==> config.mk <==
export PLATFORM = sky130hd
export DESIGN_NAME = task_table_ready_queue
export DESIGN_NICKNAME = d
export VERILOG_FILES = /design/src/design/ttrq_pkg.sv /design/src/design/task_table_ready_queue.sv /design/src/design/ttrq_ctrl.sv /design/src/design/ttrq_dpath.sv
export SDC_FILE = /design/constraint.sdc
export NUM_CORES = 2
export LEC_CHECK = 0
export ABC_AREA = 1
export BUFFER_PORTS_ARGS = -buffer_cell sky130_fd_sc_hd__buf_2
export CAP_MARGIN = 20
export CORE_MARGIN = 10
export CORE_UTILIZATION = 35
export DETAILED_ROUTE_END_ITERATION = 8
export PLACE_DENSITY = 0.55
export SYNTH_ARGS = -nofsm -noshare
export SYNTH_HDL_FRONTEND = slang
export SYNTH_HIERARCHICAL = 1
export SYNTH_SLANG_ARGS = --single-unit
==> constraint.sdc <==
create_clock -name i_clk -period 9.2 [get_ports i_clk]
set_input_delay 1.84 -clock i_clk [delete_from_list [all_inputs] [get_ports i_clk]]
set_output_delay 1.84 -clock i_clk [all_outputs]
set_load 0.01 [all_outputs]
==> src/design/ttrq_pkg.sv <==
// ----------------------------------------------------------------------------
// ttrq_pkg
// codes and control types shared by the task table ready queue
// ----------------------------------------------------------------------------
`default_nettype none

package ttrq_pkg;

    localparam int OP_W     = 3;
    localparam int STATUS_W = 2;

    localparam logic [OP_W-1:0] OP_CREATE  = 3'd0;
    localparam logic [OP_W-1:0] OP_DESTROY = 3'd1;
    localparam logic [OP_W-1:0] OP_POP     = 3'd2;
    localparam logic [OP_W-1:0] OP_BLOCK   = 3'd3;
    localparam logic [OP_W-1:0] OP_UNBLOCK = 3'd4;
    localparam logic [OP_W-1:0] OP_REQUEUE = 3'd5;

    localparam logic [STATUS_W-1:0] RES_DONE    = 2'd0;
    localparam logic [STATUS_W-1:0] RES_FULL    = 2'd1;
    localparam logic [STATUS_W-1:0] RES_IGNORED = 2'd2;
    localparam logic [STATUS_W-1:0] RES_EMPTY   = 2'd3;

    localparam logic [1:0] ST_READY      = 2'd0;
    localparam logic [1:0] ST_DISPATCHED = 2'd1;
    localparam logic [1:0] ST_BLOCKED    = 2'd2;

    typedef struct packed {
        logic load;
        logic read;
        logic exec;
        logic link;
    } t_dp_cmd;

    typedef struct packed {
        logic need_link;
    } t_dp_stat;

endpackage

`default_nettype wire

==> src/design/task_table_ready_queue.sv <==
// ----------------------------------------------------------------------------
// task_table_ready_queue
// task slot table with a first-in-first-out ready queue
// ----------------------------------------------------------------------------
// A command is taken when start is high and busy is low. It passes through
// the read and execute states to the result state, with a link state between
// when a task is appended behind an existing tail, since the next-link memory
// has one write port and the old tail's link is written in a state of its own.
// The result appears for one cycle with o_done high; it cannot be stalled, so
// the receiver must capture it then. busy is low again in the cycle after
// o_done, so no new command is accepted before the last result has appeared.
// Reset is synchronous; the link memories need no clearing pass.
`default_nettype none

module task_table_ready_queue #(
    parameter int TASK_SLOTS = 64
) (
    input  wire logic        i_clk,
    input  wire logic        i_rst_n,
    input  wire logic        start,
    output logic             busy,
    input  wire logic [2:0]  i_operation,
    input  wire logic [5:0]  i_slot,
    output logic             o_done,
    output logic [1:0]       o_status,
    output logic [5:0]       o_result_slot,
    output logic [31:0]      o_task_id
);

    ttrq_pkg::t_dp_cmd  cmd;
    ttrq_pkg::t_dp_stat stat;

    ttrq_ctrl u_ctrl (
        .i_clk   (i_clk),
        .i_rst_n (i_rst_n),
        .start   (start),
        .i_stat  (stat),
        .o_cmd   (cmd),
        .busy    (busy),
        .o_done  (o_done)
    );

    ttrq_dpath #(
        .TASK_SLOTS (TASK_SLOTS)
    ) u_dpath (
        .i_clk         (i_clk),
        .i_rst_n       (i_rst_n),
        .i_cmd         (cmd),
        .i_operation   (i_operation),
        .i_slot        (i_slot),
        .o_stat        (stat),
        .o_status      (o_status),
        .o_result_slot (o_result_slot),
        .o_task_id     (o_task_id)
    );

endmodule

`default_nettype wire

==> src/design/ttrq_ctrl.sv <==
// ----------------------------------------------------------------------------
// ttrq_ctrl
// command sequencer: read, execute, optional tail link, result
// ----------------------------------------------------------------------------
`default_nettype none

module ttrq_ctrl (
    input  wire logic               i_clk,
    input  wire logic               i_rst_n,
    input  wire logic               start,
    input  wire ttrq_pkg::t_dp_stat i_stat,
    output ttrq_pkg::t_dp_cmd       o_cmd,
    output logic                    busy,
    output logic                    o_done
);

    localparam logic [2:0] S_IDLE = 3'd0;
    localparam logic [2:0] S_READ = 3'd1;
    localparam logic [2:0] S_EXEC = 3'd2;
    localparam logic [2:0] S_LINK = 3'd3;
    localparam logic [2:0] S_DONE = 3'd4;

    logic [2:0] r_state;
    logic [2:0] n_state;

    always_comb begin
        n_state = r_state;
        unique case (r_state)
            S_IDLE:  if (start) n_state = S_READ;
            S_READ:  n_state = S_EXEC;
            S_EXEC:  n_state = i_stat.need_link ? S_LINK : S_DONE;
            S_LINK:  n_state = S_DONE;
            S_DONE:  n_state = S_IDLE;
            default: n_state = S_IDLE;
        endcase
    end

    always_ff @(posedge i_clk) begin
        if (!i_rst_n) begin
            r_state <= S_IDLE;
        end else begin
            r_state <= n_state;
        end
    end

    assign busy       = (r_state != S_IDLE);
    assign o_done     = (r_state == S_DONE);
    assign o_cmd.load = (r_state == S_IDLE) && start;
    assign o_cmd.read = (r_state == S_READ);
    assign o_cmd.exec = (r_state == S_EXEC);
    assign o_cmd.link = (r_state == S_LINK);

endmodule

`default_nettype wire

==> src/design/ttrq_dpath.sv <==
// ----------------------------------------------------------------------------
// ttrq_dpath
// task slot tables, queue link memories and result registers
// ----------------------------------------------------------------------------
`default_nettype none

module ttrq_dpath #(
    parameter int TASK_SLOTS = 64
) (
    input  wire logic              i_clk,
    input  wire logic              i_rst_n,
    input  wire ttrq_pkg::t_dp_cmd i_cmd,
    input  wire logic [2:0]        i_operation,
    input  wire logic [5:0]        i_slot,
    output ttrq_pkg::t_dp_stat     o_stat,
    output logic [1:0]             o_status,
    output logic [5:0]             o_result_slot,
    output logic [31:0]            o_task_id
);

    localparam int SW = $clog2(TASK_SLOTS);

    // command latch
    logic [2:0]            r_op;
    logic [5:0]            r_raw;
    logic [SW-1:0]         r_s;
    logic                  r_inrange;

    // control state
    logic [TASK_SLOTS-1:0] r_used;
    logic [TASK_SLOTS-1:0] r_queued;
    logic [SW-1:0]         r_head;
    logic [SW-1:0]         r_tail;
    logic                  r_empty;
    logic [31:0]           r_next_id;

    // memories
    logic [1:0]            r_status_mem [TASK_SLOTS];
    logic [31:0]           r_id_mem     [TASK_SLOTS];
    logic [SW-1:0]         r_next_mem   [TASK_SLOTS];
    logic [SW-1:0]         r_prev_mem   [TASK_SLOTS];

    // read stage
    logic [SW-1:0]         r_tgt;
    logic [1:0]            r_rd_status;
    logic [31:0]           r_rd_id;
    logic [SW-1:0]         r_rd_next;
    logic [SW-1:0]         r_rd_prev;
    logic [SW-1:0]         r_free;
    logic                  r_full;

    // tail link stage
    logic [SW-1:0]         r_link_addr;
    logic [SW-1:0]         r_link_x;

    // results
    logic [1:0]            r_res_status;
    logic [5:0]            r_res_slot;
    logic [31:0]           r_res_id;

    logic [SW-1:0]         n_free;
    logic                  n_full;
    logic [SW-1:0]         rd_addr;

    logic                  e_valid;
    logic                  e_unlink;
    logic                  e_append;
    logic                  e_st_we;
    logic                  e_id_we;
    logic                  e_use_set;
    logic                  e_use_clr;
    logic [1:0]            e_st_val;
    logic [1:0]            e_need;
    logic [SW-1:0]         e_wa;
    logic [1:0]            e_res_status;
    logic [5:0]            e_res_slot;
    logic [31:0]           e_res_id;
    logic                  at_head;
    logic                  at_tail;

    // lowest free slot from 1 upward
    always_comb begin
        n_free = '0;
        n_full = 1'b1;
        for (int i = TASK_SLOTS - 1; i >= 1; i--) begin
            if (!r_used[i]) begin
                n_free = SW'(i);
                n_full = 1'b0;
            end
        end
    end

    assign rd_addr = (r_op == ttrq_pkg::OP_POP) ? r_head : r_s;

    always_ff @(posedge i_clk) begin
        if (i_cmd.load) begin
            r_op      <= i_operation;
            r_raw     <= i_slot;
            r_s       <= SW'(i_slot);
            r_inrange <= (int'(i_slot) < TASK_SLOTS);
        end
        if (i_cmd.read) begin
            r_tgt  <= rd_addr;
            r_free <= n_free;
            r_full <= n_full;
        end
    end

    assign at_head = (r_tgt == r_head);
    assign at_tail = (r_tgt == r_tail);
    assign e_valid = r_inrange && (r_s != '0) && r_used[r_s];
    assign e_wa    = (r_op == ttrq_pkg::OP_CREATE) ? r_free : r_tgt;
    assign e_need  = (r_op == ttrq_pkg::OP_UNBLOCK) ? ttrq_pkg::ST_BLOCKED
                                                    : ttrq_pkg::ST_DISPATCHED;

    always_comb begin
        e_unlink     = 1'b0;
        e_append     = 1'b0;
        e_st_we      = 1'b0;
        e_id_we      = 1'b0;
        e_use_set    = 1'b0;
        e_use_clr    = 1'b0;
        e_st_val     = ttrq_pkg::ST_READY;
        e_res_status = ttrq_pkg::RES_IGNORED;
        e_res_slot   = r_raw;
        e_res_id     = '0;
        unique case (r_op)
            ttrq_pkg::OP_CREATE: begin
                e_res_slot = '0;
                if (r_full) begin
                    e_res_status = ttrq_pkg::RES_FULL;
                end else begin
                    e_append     = 1'b1;
                    e_st_we      = 1'b1;
                    e_id_we      = 1'b1;
                    e_use_set    = 1'b1;
                    e_res_status = ttrq_pkg::RES_DONE;
                    e_res_slot   = 6'(r_free);
                    e_res_id     = r_next_id;
                end
            end
            ttrq_pkg::OP_POP: begin
                e_res_slot = '0;
                if (r_empty) begin
                    e_res_status = ttrq_pkg::RES_EMPTY;
                end else begin
                    e_unlink     = 1'b1;
                    e_st_we      = 1'b1;
                    e_st_val     = ttrq_pkg::ST_DISPATCHED;
                    e_res_status = ttrq_pkg::RES_DONE;
                    e_res_slot   = 6'(r_tgt);
                    e_res_id     = r_rd_id;
                end
            end
            ttrq_pkg::OP_DESTROY: begin
                if (e_valid) begin
                    e_unlink     = r_queued[r_tgt];
                    e_use_clr    = 1'b1;
                    e_res_status = ttrq_pkg::RES_DONE;
                    e_res_slot   = 6'(r_tgt);
                    e_res_id     = r_rd_id;
                end
            end
            ttrq_pkg::OP_BLOCK: begin
                if (e_valid && (r_rd_status != ttrq_pkg::ST_BLOCKED)) begin
                    e_unlink     = r_queued[r_tgt];
                    e_st_we      = 1'b1;
                    e_st_val     = ttrq_pkg::ST_BLOCKED;
                    e_res_status = ttrq_pkg::RES_DONE;
                    e_res_slot   = 6'(r_tgt);
                    e_res_id     = r_rd_id;
                end
            end
            ttrq_pkg::OP_UNBLOCK, ttrq_pkg::OP_REQUEUE: begin
                if (e_valid && (r_rd_status == e_need)) begin
                    e_append     = !r_queued[r_tgt];
                    e_st_we      = 1'b1;
                    e_res_status = ttrq_pkg::RES_DONE;
                    e_res_slot   = 6'(r_tgt);
                    e_res_id     = r_rd_id;
                end
            end
            default: begin
                e_res_slot = '0;
            end
        endcase
    end

    assign o_stat.need_link = e_append && !r_empty;

    always_ff @(posedge i_clk) begin
        if (!i_rst_n) begin
            r_used    <= TASK_SLOTS'(1);
            r_queued  <= '0;
            r_head    <= '0;
            r_tail    <= '0;
            r_empty   <= 1'b1;
            r_next_id <= 32'd1;
        end else if (i_cmd.exec) begin
            if (e_use_set) r_used[e_wa] <= 1'b1;
            if (e_use_clr) r_used[r_tgt] <= 1'b0;
            if (e_id_we) r_next_id <= r_next_id + 32'd1;
            if (e_unlink) begin
                r_queued[r_tgt] <= 1'b0;
                if (at_head && at_tail) begin
                    r_empty <= 1'b1;
                    r_head  <= '0;
                    r_tail  <= '0;
                end else if (at_head) begin
                    r_head <= r_rd_next;
                end else if (at_tail) begin
                    r_tail <= r_rd_prev;
                end
            end
            if (e_append) begin
                r_queued[e_wa] <= 1'b1;
                if (r_empty) r_head <= e_wa;
                r_tail  <= e_wa;
                r_empty <= 1'b0;
            end
        end
    end

    always_ff @(posedge i_clk) begin
        if (i_cmd.exec) begin
            r_link_addr  <= r_tail;
            r_link_x     <= e_wa;
            r_res_status <= e_res_status;
            r_res_slot   <= e_res_slot;
            r_res_id     <= e_res_id;
        end
    end

    always_ff @(posedge i_clk) begin
        if (i_cmd.exec && e_st_we) r_status_mem[e_wa] <= e_st_val;
        if (i_cmd.read) r_rd_status <= r_status_mem[rd_addr];
    end

    always_ff @(posedge i_clk) begin
        if (i_cmd.exec && e_id_we) r_id_mem[e_wa] <= r_next_id;
        if (i_cmd.read) r_rd_id <= r_id_mem[rd_addr];
    end

    always_ff @(posedge i_clk) begin
        if (i_cmd.link) begin
            r_next_mem[r_link_addr] <= r_link_x;
        end else if (i_cmd.exec && e_append) begin
            r_next_mem[e_wa] <= e_wa;
        end else if (i_cmd.exec && e_unlink && !at_head) begin
            r_next_mem[r_rd_prev] <= at_tail ? r_rd_prev : r_rd_next;
        end
        if (i_cmd.read) r_rd_next <= r_next_mem[rd_addr];
    end

    always_ff @(posedge i_clk) begin
        if (i_cmd.exec && e_append) begin
            r_prev_mem[e_wa] <= r_empty ? e_wa : r_tail;
        end else if (i_cmd.exec && e_unlink && !at_tail) begin
            r_prev_mem[r_rd_next] <= at_head ? r_rd_next : r_rd_prev;
        end
        if (i_cmd.read) r_rd_prev <= r_prev_mem[rd_addr];
    end

    assign o_status      = r_res_status;
    assign o_result_slot = r_res_slot;
    assign o_task_id     = r_res_id;

endmodule

`default_nettype wire

==> run metrics <==
Final period util 77.8%; root buffer cell clkbuf_16; Int Pwr 24.9 mW; mux cell area share after synthesis 0.00771%; crit path time final between 7 and 8 ns; multi-input combinational cell area approximately 31,000 sq um; First-pass DRT Iterations 6; CP Capture Type flip-flop; Worst Setup Path Type reg2reg; Final Total Pwr 33.2 mW; die outline height 629 um; area growth from synthesis to layout 13.6%; row count 223; Warnings, synthesis 6; Leak 50.6 nW; Final GP Congestion roughly 0.90; largest net degree at the start of global routing around 230; Clk pin slew, worst setup/hold paths 0.06 ns; Worst Tran Pin Value 1.22 ns; via count ~90,000; post-synth top area share 70.9%; Worst setup SP type flip-flop; Seq/Total Area, Yosys 73.6%; Die Width about 630 um; Compound-Gate Fraction of Synth Area 14.0%; routed wire length 416,000 um; asr flop ratio synth 0%; largest family of logic cells by synthesized area compound AO/OA/AOI/OAI gates; Comb power frac about a tenth; Fmax 140 MHz; Final Core Density between 30% and 40%; Max Clock Skew approximately 0.070 ns; DRC violations left 0; Hold Path Class reg2reg; Avg WL per Cell 26.6 um; WP data required 9.67 ns; final-report setup violation count 0; GR Overflow Total 0; core area approximately 370,000 sq um; initial core utilization 35.2%; cts hold-fix bufs 0; xor and xnor area share after synthesis 0.0337%; H-tree depth 5; # IOs 54; EDFF count, synth just over 3,000; gr usage total between 15 and 20%; Hold WS 0.468 ns; Mapped Avg Cell Area 12.3 sq um; maxcap violations 0; Synth Flop Type edfxtp_1; FF+latch count, synth 3,240; die area 396,000 sq um; cell area after layout ~150,000 sq um; Syn Nets 10,600; TNS Setup 0 ns; Max Root-Sink Buffers 4; DRT antenna net count 0; synthesized area between 100,000 and 150,000 sq um; Yosys top cell by area edfxtp_1; final net count roughly 10,000; CP arrival about 7.6 ns; dominant cells by area after synthesis edfxtp_1 (71%), o21ai_0 (7.7%), nor2_1 (6.6%), o22ai_1 (3.6%), dfxtp_1 (2.7%); Final HPWL DP 225,000 um; Gate Count Post-Synth 10,600; Placed Area 136,000 sq um; status completed; post-CTS sizing 0; first-pass GRT wire length 595,000 um; Fill cells 34,300; P per Cell Area 225 nW/um^2; postcts setup bufs 0; Switch Pwr 8.26 mW; sw frac 24.9%; initial antenna violation count 16; Port Buffers 53; CTS Sinks 3,240; TritonCTS Buffers 336; Critical Path Fanout Max 66; vias in the first global route 85,500; max_slew headroom 17.6%; Clock Power Share between 40% and 50%; register area 95,600 sq um; Slew Limit Fails 0; Flop pwr share 48.7%; RSZ-0062 raised after global routing no; clk_lat worst skew 0.90 ns; Initial DRC Count 11,700; Synth cell types 48; layout cell share with drive strength beyond 1 8.48%; post-synthesis simple-gate area fraction 9.21%; Final Hold Vio Count 0; synthesized-area fraction occupied by adder cells less than 1%; worst-case vdd ir drop 0.193 mV; CTS tree built; Via density about 5.7
-- per-stage QoR --
stage | setup slack [ns] | cells
finish | 2.04 | 15700
global placement | 2.15 | 15000
global route | 1.53 | 15700
detailed placement | 2.14 | 15000
CTS | 2.12 | 15600
floorplan | 1.71 | 10600
-- layer usage --
metal	wire [um]	part of all wire, %	GRT usage [%]
met5	13	0.0031	0
met4	17300	4.1	7.59
met3	34700	8.3	3.05
met2	191000	46	31.7
met1	173000	42	27.5
-- cell usage after synthesis (6+ instances only) --
cell type and number:
edfxtp_1 3064, nor2_1 2281, o21ai_0 1989, o22ai_1 745, clkbuf_1 694, nand2_1 457
inv_1 303, o221ai_1 258, nand3_1 212, dfxtp_1 176, a21oi_1 107, nor3_1 65
buf_1 38, nand4_1 20, a31oi_1 16, a221oi_1 15, inv_2 15, o211ai_1 15
o21ai_1 15, a211oi_1 13, buf_2 13, nor4_1 10, a22oi_1 9, a22o_1 6
-- power groups by stage --
stage	registers [mW]	clock network, mW	logic, mW
2_1_floorplan	16.5	0	2.09
6_report	16.2	13.6	3.40
4_1_cts	16.2	13.8	3.36
3_5_place_dp	16.5	0	3.36
5_1_grt	16.1	14.4	3.69
3_3_place_gp	16.5	0	3.31
-- state kept, by name, indices dropped and copies added, names as in the netlist, 3 cells and up --
register	cells
u_dpath/r_s	6
u_dpath/r_prev_mem	384
u_dpath/r_op	3
u_dpath/r_free	6
u_dpath/r_rd_prev	6
u_dpath/r_next_id	32
u_dpath/r_link_x	6
u_dpath/r_tgt	6
u_dpath/r_next_mem	384
u_dpath/r_link_addr	6
u_dpath/r_head	6
u_dpath/r_rd_next	6
u_dpath/r_used	64
u_dpath/o_result_slot	6
u_dpath/r_id_mem	2048
u_dpath/r_tail	6
u_dpath/o_task_id	32
u_dpath/r_status_mem	128
u_dpath/r_rd_id	32
u_dpath/r_queued	64
u_ctrl/r_state	3
-- cells by family (layout without fill, tap and decap cells) --
logic type,Yosys count,after routing
other,0,3
multiplexers,1,1
adder cells (fa/ha/maj),1,1
flip-flops,3240,3240
AND/OR/NAND/NOR,3058,3058
AO/OA/AOI/OAI,3205,3205
XOR/XNOR,5,5
buffers and inverters,1073,1203
-- cells in the final DEF, fill, tap and decap left out, types with 10 or more instances in the layout --
cell type,Yosys,layout
o211ai_1,15,15
nand4_1,20,20
buf_12,0,36
o21ai_4,0,11
clkinv_1,5,62
nor3_2,2,12
o21ai_0,1989,1982
buf_2,13,52
nand2_1,457,456
clkbuf_8,0,11
o221ai_1,258,258
nor2_4,1,68
bufinv_16,0,34
a21oi_1,107,107
o21ai_1,15,11
clkbuf_1,694,76
nor3_1,65,55
clkinv_2,1,66
a211oi_1,13,13
dfxtp_1,176,144
o22ai_1,745,745
buf_4,3,171
a221oi_1,15,15
nor2_1,2281,2215
edfxtp_1,3064,3064
nor4_1,10,10
inv_2,15,15
clkbuf_16,0,347
inv_1,303,297
dfxtp_2,0,32
nand3_1,212,212
-- critical path, cell delays in order (launching register included) --
cell	delay, ns
edfxtp_1	0.74
inv_2	0.49
o21ai_0	0.16
o22ai_1	0.15
o21ai_0	0.10
a31oi_1	0.22
a221oi_1	0.08
a21oi_1	0.15
a32o_1	0.14
nand2_1	0.13
inv_2	0.15
nand2_1	0.12
nor2_4	0.09
buf_4	0.52
nor2_1	0.10
o22ai_1	0.13
inv_1	0.08
nor2_2	0.12
inv_2	0.08
nor3_2	0.38
inv_1	0.52
o21ai_1	0.42
inv_1	0.10
nor2_1	0.21
nand3_1	0.67
nor2_1	0.69
-- path summary, 6_finish.rpt --
kind / end / from / slack, ns / depth (start not counted)
hold / removal: u_dpath/r_queued[48]$_SDFFE_PN0P_ / u_dpath/r_queued[48]$_SDFFE_PN0P_ / 0.47 / 2
hold reg to reg: u_dpath/r_queued[48]$_SDFFE_PN0P_ / u_dpath/r_queued[48]$_SDFFE_PN0P_ / 0.47 / 2
setup reg to reg: u_dpath/r_next_mem[22][3]$_DFFE_PP_ / u_dpath/r_s[1]$_DFFE_PP_ / 2.04 / 25
setup / recovery: u_dpath/r_next_mem[22][3]$_DFFE_PP_ / u_dpath/r_s[1]$_DFFE_PP_ / 2.04 / 25
-- final cells by class --
cell class	count	share of cell area [%]
Tap cell	4950	4.20
Sequential cell	3240	64.8
Inverter	324	0.855
Multi-Input combinational cell	6270	21.0
Clock inverter	179	1.23
Timing Repair Buffer	267	1.65
Antenna cell	3	0.00509
Clock buffer	433	6.18
(Power assumes the default switching activity.)
